==> config.mk <==
export PLATFORM = sky130hd
export DESIGN_NAME = sklc_push
export DESIGN_NICKNAME = d
export VERILOG_FILES = /design/src/design/sklc_pkg.sv /design/src/design/sklc_push.sv
export SDC_FILE = /design/constraint.sdc
export NUM_CORES = 1
export LEC_CHECK = 0
export ABC_AREA = 1
export BUFFER_PORTS_ARGS = -buffer_cell sky130_fd_sc_hd__clkbuf_2
export CAP_MARGIN = 10
export CORE_MARGIN = 2
export CORE_UTILIZATION = 46
export DETAILED_ROUTE_END_ITERATION = 10
export GPL_ROUTABILITY_DRIVEN = 0
export GPL_TIMING_DRIVEN = 0
export PLACE_DENSITY = 0.79
export SLEW_MARGIN = 25
export SYNTH_ARGS = -nofsm -noshare
export SYNTH_HDL_FRONTEND = slang
export SYNTH_SLANG_ARGS = --single-unit
==> constraint.sdc <==
create_clock -name clock -period 2.67 [get_ports clock]
set_clock_uncertainty 0.1 [all_clocks]
set_input_delay 0 -clock clock [delete_from_list [all_inputs] [get_ports clock]]
set_output_delay 0 -clock clock [all_outputs]
set_load 0.02 [all_outputs]
==> src/design/sklc_pkg.sv <==
// Shared constants, codes and types for the skyline contour placer.
// No dependencies; used by every module of the block.
`timescale 1ns / 1ps
`default_nettype none

package sklc_pkg;

   localparam int MAX_SEGMENTS_DEFAULT = 256;
   localparam int COORD_BITS_DEFAULT   = 16;

   localparam int FIELD_BITS  = 16;
   localparam int LEVEL_BITS  = 20;
   localparam int CMD_BITS    = 2;
   localparam int STATUS_BITS = 2;
   localparam int REQ_BITS    = 72;
   localparam int RSP_BITS    = 40;

   localparam logic [CMD_BITS-1:0] CMD_CLEAR = 2'd0;
   localparam logic [CMD_BITS-1:0] CMD_PLACE = 2'd1;
   localparam logic [CMD_BITS-1:0] CMD_SEED  = 2'd2;

   localparam logic [STATUS_BITS-1:0] STATUS_OK    = 2'd0;
   localparam logic [STATUS_BITS-1:0] STATUS_RANGE = 2'd1;
   localparam logic [STATUS_BITS-1:0] STATUS_FULL  = 2'd2;

   typedef struct packed {
      logic wr_en;
      logic full;
   } push_stat_type;

endpackage

`default_nettype wire

==> src/design/sklc_push.sv <==
// Merge writer: appends segments to the spare bank, folding equal adjacent levels.
// Depends on sklc_pkg.
`timescale 1ns / 1ps
`default_nettype none

module sklc_push #(
   parameter  int MAX_SEGMENTS = sklc_pkg::MAX_SEGMENTS_DEFAULT,
   parameter  int SW           = sklc_pkg::COORD_BITS_DEFAULT + 1,
   localparam int AW           = $clog2(MAX_SEGMENTS),
   localparam int CW           = $clog2(MAX_SEGMENTS + 1),
   localparam int DW           = SW + sklc_pkg::LEVEL_BITS
) (
   input  wire logic                            clock,
   input  wire logic                            reset,
   input  wire logic                            clear,
   input  wire logic                            push_en,
   input  wire logic [SW-1:0]                   push_start,
   input  wire logic [sklc_pkg::LEVEL_BITS-1:0] push_level,
   output logic      [AW-1:0]                   wr_addr,
   output logic      [DW-1:0]                   wr_data,
   output logic      [CW-1:0]                   cnt,
   output sklc_pkg::push_stat_type              stat
);

   logic [CW-1:0]                   cnt_ff;
   logic                            full_ff;
   logic [sklc_pkg::LEVEL_BITS-1:0] last_level_ff;
   logic                            merge;
   logic                            room;

   assign merge = (cnt_ff != '0) && (last_level_ff == push_level);
   assign room  = cnt_ff != CW'(MAX_SEGMENTS);

   always_comb begin
      stat.wr_en = push_en && !merge && room;
      stat.full  = full_ff;
   end

   assign wr_addr = cnt_ff[AW-1:0];
   assign wr_data = {push_start, push_level};
   assign cnt     = cnt_ff;

   always_ff @(posedge clock) begin
      if (reset || clear) begin
         cnt_ff  <= '0;
         full_ff <= 1'b0;
      end else if (push_en && !merge) begin
         if (room) begin
            cnt_ff <= cnt_ff + 1'b1;
         end else begin
            full_ff <= 1'b1;
         end
      end
   end

   always_ff @(posedge clock) begin
      if (push_en && !merge && room) begin
         last_level_ff <= push_level;
      end
   end

endmodule

`default_nettype wire

# After elaboration in Yosys (flattened, before gate mapping)
# Cells that the tools add are included.
dict set report op_classes {
  n_addsub 1
  n_reduce_logical 8
  bitwise_logic 1
  n_eq_ne 2
}
# cell count
set op_table {}
lappend op_table {{20-bit == test} 1}
lappend op_table {{9-bit by 1-bit adder with 9-bit output (second input constant)} 1}
lappend op_table {{9-bit != test (second input constant)} 1}
lappend op_table {{9-bit nonzero test} 1}
lappend op_table {{2-bit AND reduction} 2}
lappend op_table {{1-bit logical AND} 3}
lappend op_table {{1-bit logical NOT} 1}
lappend op_table {{1-bit logical OR} 1}
lappend op_table {{1-bit inverter} 1}
dict set report totals {
  output_inout_bits 56
  reg_bits 30
  input_bits 41
  elab_cells 15
}

# Longest topological paths before layout
# Gate-level depths: netlist of run 1.
dict set report depth {
  depth_word 5
  depth_mapped 13
  ltp_nobuf 12
}

# Worst setup path before layout of run 1
# Ideal clock, no wire load.
dict set report synth_path {
  path_type {reg-to-reg}
  from {register cnt_ff[0], in the netlist cnt[0]}
  to {register last_level_ff[0] (netlist bit), enable pin}
  setup_slack_ns 0.382
  setup_time_ns 0.381
  t_required_ns 2.189
  n_path_buf 0
  synth_period_minus_slack_ns 2.288
  arrival_time_ns 1.807
  path_stages_with_launch 11
  path_cell_list {dfxtp_1 -> inv_1 -> ha_1 -> nand2_1 -> nor2_1 -> nand2_1 -> nor2_1 -> nor2_1 -> nand3_2 -> nand3_1 -> inv_1}
}
# item line
set synth_rtl {}
lappend synth_rtl {{start: declaration} sklc_push.sv:25} ;# logic [CW-1:0] cnt_ff;
lappend synth_rtl {{start signal: assignment} sklc_push.sv:49} ;# cnt_ff <= cnt_ff + 1'b1;
lappend synth_rtl {{end signal: assignment} sklc_push.sv:58} ;# last_level_ff <= push_level;
lappend synth_rtl {{end: declaration} sklc_push.sv:27} ;# logic [sklc_pkg::LEVEL_BITS-1:0] last_level_ff;

# Worst setup path after layout of run 1
dict set report layout_path {
  from {register cnt_ff[0], in the netlist cnt[0]}
  to {register last_level_ff[18] (netlist bit), enable pin}
}
dict set report layout_via {
  elab_chain_cells 5
  elab_cells_between_ends 6
  classes_between {1 x eq/ne; 5 x reduce/logical}
}
# item line
set layout_lines {}
lappend layout_lines {{9-bit nonzero test} sklc_push.sv:31} ;# assign merge = (cnt_ff != '0) && (last_level_ff == push_level);
lappend layout_lines {{1-bit logical AND} sklc_push.sv:31}
lappend layout_lines {{1-bit logical NOT} sklc_push.sv:57} ;# if (push_en && !merge && room) begin
lappend layout_lines {{1-bit logical AND} sklc_push.sv:57}
lappend layout_lines {{1-bit logical AND (*)} sklc_push.sv:57}
# Mark *: on every way between the ends. The rest lies on a longest branch, timed or not.
# A chain may end at the register's enable or synchronous reset.

==> metrics.md, run 1 <==
| Metric | Value |
|---|---|
| Design internal power | 0.8424 mW |
| Die area | between 4000 and 5000 um^2 |
| H-tree Lvls | 2 |
| Slowest cell delay on critical path | approximately 0.37 ns |
| Count leader, synth | nand2_1 |
| Mapped Cells | around 260 |
| Yosys reg bits | 30 |
| Max cap viols | 0 |
| R2R depth | 10 |
| Hold Crit Class | input pin to output pin |
| Status | completed |
| RSZ-0062 raised after global routing | no |
| Tmin final | around 2.3 ns |
| CTS clk-pin slew, worst paths | approximately 0.060 ns |
| Total GRT Usage | approximately 17% |
| Combinational group share of total power | between 20% and 30% |
| Post-synth top cells | 65 x nand2_1, 50 x nor2_1, 47 x buf_4, 40 x inv_1, 20 x edfxtp_1 |
| R2r endpoint | last_level_ff[18]$_DFFE_PP_ |
| Root Buffer | clkbuf_8 |
| Routed Antenna Nets | 0 |
| Global-route wire length before repair | 6113 um |
| Crit-path max FO | 10 |
| 1st-iter DRT viols | 54 |
| Initial antenna violation count | 0 |
| Final Max Slew Viols | 0 |
| Top delay family on crit path | simple AND/OR/NAND/NOR gates |
| Worst EP arrival | around 2.1 ns |
| Seq/Total Area, Yosys | around two fifths |
| GR Overflow Total | 0 |
| IO buf count | roughly 80 |
| Top FF cell, synth | edfxtp_1 |
| Crit-path cells | inv_1 > ha_1 > nand2_1 > nor2_1 > nand2_1 > nor2_1 > nor2_1 > nand3_2 > nand3_1 > clkinvlp_4 |
| Post-synth ARST share | 0% |
| # IOs | a little under 100 |
| Power share of the clock group | between 30 and 40% |
| Post-synth EDFFs | 20 |
| Slew @ Worst Pin | 0.4297 ns |
| DPL Wire Length | ~2900 um |
| Longest Clk Path Bufs | 2 |
| Post-synth cell types | 15 |
| Syn Nets | roughly 310 |
| Post-route setup slack | slightly above 0.4 ns |
| Critical Path Source | cnt[0]$_SDFFE_PP0P_ |
| Top-area cell type share of the netlist area | 31.19% |
| Final Cell Area | about 2700 um^2 |
| Net switching power figure | ~0.29 mW |
| Final hold vios | 0 |
| Levels on crit path | 10 |
| Post-synthesis cell area | between 1500 and 2000 um^2 |
| Avg Cell Area, Syn | 7.350 um^2 |
| Synth warn | 0 |
| Placed Area | 2384 um^2 |
| Routed wire length per instance | between 9 and 10 um |
| DR DRC count | 0 |
| Sequential share of power | 46.3% |
| Vias in the first global route | ~1,500 |
| DR vias | between 1,500 and 2,000 |
| Clk_lat worst skew | around 0.27 ns |
| Die Height | 68.70 um |
| Switching part of the total | roughly a quarter |
| Top cells by area, synth | edfxtp_1 31%, buf_4 18%, nand2_1 13% |
| Placement Setup Slack | 0.2168 ns |
| Power, Total | ~1.1 mW |
| Worst VDD drop | approximately 0.27 mV |
| Critical path class | flip-flop to flip-flop |
| Crit path launch type | flip-flop |
| TritonCTS buffer count | 5 |
| Core area | slightly above 4000 um^2 |
| R2R Setup Slk | 0.41 ns |
| Layout cells sized above 1 | a little under two fifths |
| WP buf/inv | 2 |
| Final Cycle Share | between 80% and 90% |
| Power density cells | slightly above 400 nW/um^2 |
| TritonCTS clock tree | built |
| End point of the critical path | last_level_ff[18]$_DFFE_PP_ |
| Final setup viols | 0 |
| Die Span X | a little under 70 um |
| Max-slew headroom | a little under three quarters |
| Core Rows | 23 |
| Drt pass-1 iters | 4 |
| Maximum operating frequency | between 400 and 500 MHz |
| Util after Layout | between 60% and 70% |
| Pleak | between 1.5 and 2 nW |
| Starting Density | 47.80% |
| Fin nets | 418 |
| Ant. Diodes | 0 |
| Fillers | about 360 |
| Vias per inst | 4.296 |
| Largest net degree at the start of global routing | 22 |
| Setup TNS | 0 ns |
| Worst EP required | ~2.5 ns |
| Cell taking the most area after synthesis | edfxtp_1 |
| CTS Sinks | 30 |
| Routed wire length | just over 4000 um |
| Reg2reg start | cnt[0]$_SDFFE_PP0P_ |
| Critical path's slowest cell | dfxtp_1 |
| Synthesis-to-finish area growth | 42.37% |
| Cell repeated most along the worst path | nor2_1 |
| Endpoint type of the worst setup path | flip-flop |
==> per-stage QoR <==
step                      hold slack [ns]  instances
after floorplan                 -0.001131        262
after global placement             0.1226        391
after detailed placement           0.1243        391
after CTS                          0.1241        423
after global routing               0.1314        426
final                              0.1235        426
==> sequential cells by signal, summed over array words and instances (netlist names) <==
name / flops
cnt: 9
last_level_ff: 20
full_ff: 1
==> area by class of cell <==
| class | count | area [um^2] | share of cell area [%] |
|---|---|---|---|
| clock buffers | 7 | 86.33 | 3.149 |
| repair buffers | 105 | 650.6 | 23.73 |
| inverters | 41 | 157.7 | 5.751 |
| flip-flops and latches | 30 | 800.8 | 29.21 |
| plain buffers | 48 | 357.8 | 13.05 |
| well taps | 50 | 62.56 | 2.282 |
| repair inverters | 1 | 7.507 | 0.2738 |
| clock inverters | 1 | 5.005 | 0.1826 |
| multi-input cells | 143 | 613.1 | 22.36 |
==> cells by family (layout without fill, tap and decap cells) <==
group           Yosys count  after routing  share of synthesized area, %
flops                    30             30                         41.59
compound gates            1              1                        0.2597
fa+ha+maj                 2              2                         1.299
simple gates            137            137                         28.91
xor+xnor                  3              3                         1.365
buf+inv                  89            203                         26.58
==> cells in the final DEF (no fill, tap or decap) <==
cell type,n
nand3_2,1
inv_1,39
nand4_1,8
clkinv_2,1
nor3_1,3
buf_2,1
buf_4,49
edfxtp_1,20
nand2_1,65
nor2_1,50
xor2_1,3
dfxtp_1,10
inv_2,1
dlygate4sd3_1,24
clkbuf_8,6
a21oi_1,1
clkinvlp_4,2
clkbuf_1,1
clkbuf_2,79
nand3_1,10
ha_1,2
==> worst min-delay path by stage <==
stage | slack, ns | from | depth (start not counted) | to
2_1_floorplan | -0.001 | push_level[0] | 0 | last_level_ff[0]$_DFFE_PP_
3_3_place_gp | 0.12 | push_level[17] | 1 | last_level_ff[17]$_DFFE_PP_
3_5_place_dp | 0.12 | push_start[9] | 2 | wr_data[29]
4_1_cts | 0.12 | push_start[9] | 2 | wr_data[29]
5_1_grt | 0.13 | push_start[11] | 2 | wr_data[31]
6_report | 0.12 | push_start[4] | 2 | wr_data[24]
==> per-layer routing <==
layer  GRT usage (%)  up-vias  routed length (um)
met5               0        -                   0
met4           4.412        0                   7
met3           5.519        2                 243
met2           32.57       59                2130
met1           19.06      788                1717
li1                -      981                   -
==> power by group through the flow <==
| stage | Sequential, mW | Combinational, mW | Clock [mW] |
|---|---|---|---|
| floorplan | 0.537 | 0.143 | 0 |
| global placement | 0.536 | 0.209 | 0 |
| detailed placement | 0.537 | 0.214 | 0 |
| CTS | 0.527 | 0.242 | 0.381 |
| global route | 0.528 | 0.273 | 0.399 |
| finish | 0.526 | 0.244 | 0.366 |
==> repair_timing <==
action,CTS,global route
setup buffers,0,2
resized for setup,1,1
hold buffers,24,0
cloned,0,1
endpoints found under the setup margin,1,1
hold endpoints to repair,26,0
(Power assumes the default switching activity.)
==> inputs of run 2 (changes only) <==
==> constraint.sdc (replaced) <==
create_clock -name clock -period 2.2 [get_ports clock]
set_clock_uncertainty 0.1 [all_clocks]
set_input_delay 0 -clock clock [delete_from_list [all_inputs] [get_ports clock]]
set_output_delay 0 -clock clock [all_outputs]
set_load 0.02 [all_outputs]
==> metrics.md, run 2 (synthesis results as in run 1) <==
| Metric | Value |
|---|---|
| Crit-path max FO | 5 (was 10) |
| Crit-path cells | inv_1 > ha_1 > nand2_1 > nor2_1 > nand2_1 > nor2_1 > nor2_1 > nand3_2 > nand3_4 > clkinvlp_4 > clkbuf_2 (was inv_1 > ha_1 > nand2_1 > nor2_1 > nand2_1 > nor2_1 > nor2_1 > nand3_2 > nand3_1 > clkinvlp_4) |
| Slowest cell delay on critical path | 0.35 ns (was 0.37 ns) |
| H-tree Lvls | 2 (unchanged) |
| TritonCTS buffer count | 5 (unchanged) |
| Most common cell after layout, fill and taps aside | clkbuf_2 (unchanged) |
| Synthesis-to-finish area growth | 42.30% (was 42.37%) |
| Routed wire length per instance | 10.35 um (was 9.620 um) |
| Worst EP arrival | 1.94 ns (was 2.13 ns) |
| Die area | 4720 um^2 (unchanged) |
| Fin cells | 426 (unchanged) |
| Power, Total | 1.358 mW (was 1.136 mW) |
| Global-route wire length before repair | 6520 um (was 6113 um) |
| Hold Crit Class | input pin to flip-flop (was input pin to output pin) |
| Final Cycle Share | between 90 and 100% |
| Max cap viols | 0 (unchanged) |
| Final hold vios | 0 (unchanged) |
| Critical path class | flip-flop to output pin (was flip-flop to flip-flop) |
| Final Max Slew Viols | 0 (unchanged) |
| Layout cells sized above 1 | 38.03% (was 37.23%) |
| Die Span X | 68.70 um (unchanged) |
| 1st-iter DRT viols | 66 (was 54) |
| R2R Setup Slk | 0.18 ns (was 0.41 ns) |
| TritonCTS clock tree | built (unchanged) |
| CTS clk-pin slew, worst paths | 0.06 ns (about the same) |
| DR DRC count | 0 (unchanged) |
| Endpoint type of the worst setup path | output pin (was flip-flop) |
| Total GRT Usage | 18.72% (was 17.48%) |
| Longest Clk Path Bufs | 2 (unchanged) |
| Placed Area | 2394 um^2 (was 2384 um^2) |
| Hold path depth | 4 (was 2) |
| Vias in the first global route | 1,638 (was 1,499) |
| GR Overflow Total | 0 (unchanged) |
| Initial antenna violation count | 0 (unchanged) |
| Clk_lat worst skew | 0.28 ns (was 0.27 ns) |
| R2R depth | 11 (was 10) |
| Maximum operating frequency | 491.1 MHz |
| Starting Density | 47.80% (unchanged) |
| Cell repeated most along the worst path | nor2_1 (unchanged) |
| HP Start | clear (was push_start[4]) |
| Final setup viols | 0 (unchanged) |
| Largest register FFs | 20 (unchanged) |
| Power density cells | 495.5 nW/um^2 (was 414.5 nW/um^2) |
| Core Rows | 23 (unchanged) |
| Ant. Diodes | 0 (unchanged) |
| RSZ-0062 raised after global routing | no (unchanged) |
| Placed instance count | 391 (unchanged) |
| Drt pass-1 iters | 5 (was 4) |
| Worst Hold End | full_ff$_SDFFE_PP0P_ (was wr_data[24]) |
| Crit path launch type | flip-flop (unchanged) |
| CTS Sinks | 30 (unchanged) |
| Slew @ Worst Pin | 0.3049 ns (was 0.4297 ns) |
| Fin nets | 418 (unchanged) |
| Core area | 4029 um^2 (unchanged) |
| Largest reg by FF count | last_level_ff (unchanged) |
| Max-slew headroom | 79.52% (was 71.28%) |
| Critical path's slowest cell | dfxtp_2 (was dfxtp_1) |
| Die Height | 68.70 um (unchanged) |
| Most frequent cells in the layout | 79 x clkbuf_2, 65 x nand2_1, 51 x buf_4, 50 x nor2_1, 39 x inv_1 (was 79 x clkbuf_2, 65 x nand2_1, 50 x nor2_1, 49 x buf_4, 39 x inv_1) |
| DR vias | 1,892 (was 1,830) |
| IO buf count | 79 (unchanged) |
| Final Cell Area | 2740 um^2 (was 2741 um^2) |
| Vias per inst | 4.441 (was 4.296) |
| Pleak | 1.523 nW (was 1.525 nW) |
| Tmin final | between 2 and 2.5 ns |
| DPL Wire Length | 2908 um (was 2861 um) |
| Largest net degree at the start of global routing | 12 (was 22) |
| Root Buffer | clkbuf_8 (unchanged) |
| # IOs | 97 (unchanged) |
| Routed Antenna Nets | 0 (unchanged) |
| Routed wire length | 4407 um (was 4098 um) |
| Worst EP required | 2.10 ns (was 2.54 ns) |
| Status | completed (unchanged) |
| R2r endpoint | last_level_ff[17]$_DFFE_PP_ (was last_level_ff[18]$_DFFE_PP_) |
| Worst VDD drop | 0.3396 mV (was 0.2679 mV) |
| Reg2reg start | cnt[0]$_SDFFE_PP0P_ (unchanged) |
-- run 2: cell type report --
type / count / area, um^2
Fill cell: 337 / 1289
Timing Repair inverter: 1 / 7.507
Buffer: 48 / 357.8
Timing Repair Buffer: 105 / 645.6
Inverter: 41 / 157.7
Sequential cell: 30 / 803.3
Tap cell: 50 / 62.56
Multi-Input combinational cell: 143 / 625.6
Clock buffer: 8 / 80.08
-- run 2: timing repair --
| item | in CTS | in global routing |
|---|---|---|
| pin swaps | 0 | 1 |
| buffers inserted | 0 | 4 |
| setup endpoints to repair | 21 | 21 |
| endpoints found under the hold margin | 24 | 0 |
| cloned | 1 | 0 |
| resized for setup | 2 | 1 |
| hold buffers | 22 | 0 |
-- run 2: how the worst max path moves through the flow --
stage | from | end | cells after the start
after floorplan | cnt[1]$_SDFFE_PP0P_ | last_level_ff[0]$_DFFE_PP_ | 10
after global placement | cnt[1]$_SDFFE_PP0P_ | last_level_ff[11]$_DFFE_PP_ | 10
after detailed placement | cnt[1]$_SDFFE_PP0P_ | last_level_ff[3]$_DFFE_PP_ | 10
after CTS | cnt[1]$_SDFFE_PP0P_ | stat[1] | 11
after global routing | cnt[0]$_SDFFE_PP0P_ | last_level_ff[4]$_DFFE_PP_ | 11
final | cnt[0]$_SDFFE_PP0P_ | stat[1] | 11
-- run 2: per-stage QoR --
step	hold WS (ns)	util, %	setup TNS, ns	setup slack (ns)
CTS	0.009142	67.24	-0.05503	-0.05503
floorplan	-0.001131	-	0	0.03697
detailed placement	0.1243	59.41	-1.099	-0.05571
global placement	0.1228	59.41	-0.2181	-0.01171
finish	0.01305	68.01	0	0.1637
global route	0.03615	68.01	0	0.004787
-- run 2: worst max-delay path: cells and delay by family, from the launching register on --
family / cells / cell delay, ns
adders and majority gates: 1 / 0.23
buffers and inverters: 3 / 0.40
DFF: 1 / 0.35
and+or+nand+nor: 7 / 0.68
-- run 2: per-layer routing --
layer | vias to the layer above | share of wire (%) | global-route usage (%)
met5 | - | 0 | 0
met3 | 12 | 7.7 | 6.006
met2 | 77 | 50 | 34.74
li1 | 983 | - | -
met1 | 820 | 40 | 19.39
met4 | 0 | 1.7 | 7.353
-- run 2: where the power goes --
| group | internal, mW | total [mW] | switching, mW | leakage (nW) |
|---|---|---|---|---|
| registers | 0.628 | 0.640 | 0.0123 | 0.277 |
| clock network | 0.224 | 0.416 | 0.192 | 0.0395 |
| logic | 0.144 | 0.301 | 0.157 | 1.21 |
| total | 0.996 | 1.36 | 0.362 | 1.52 |
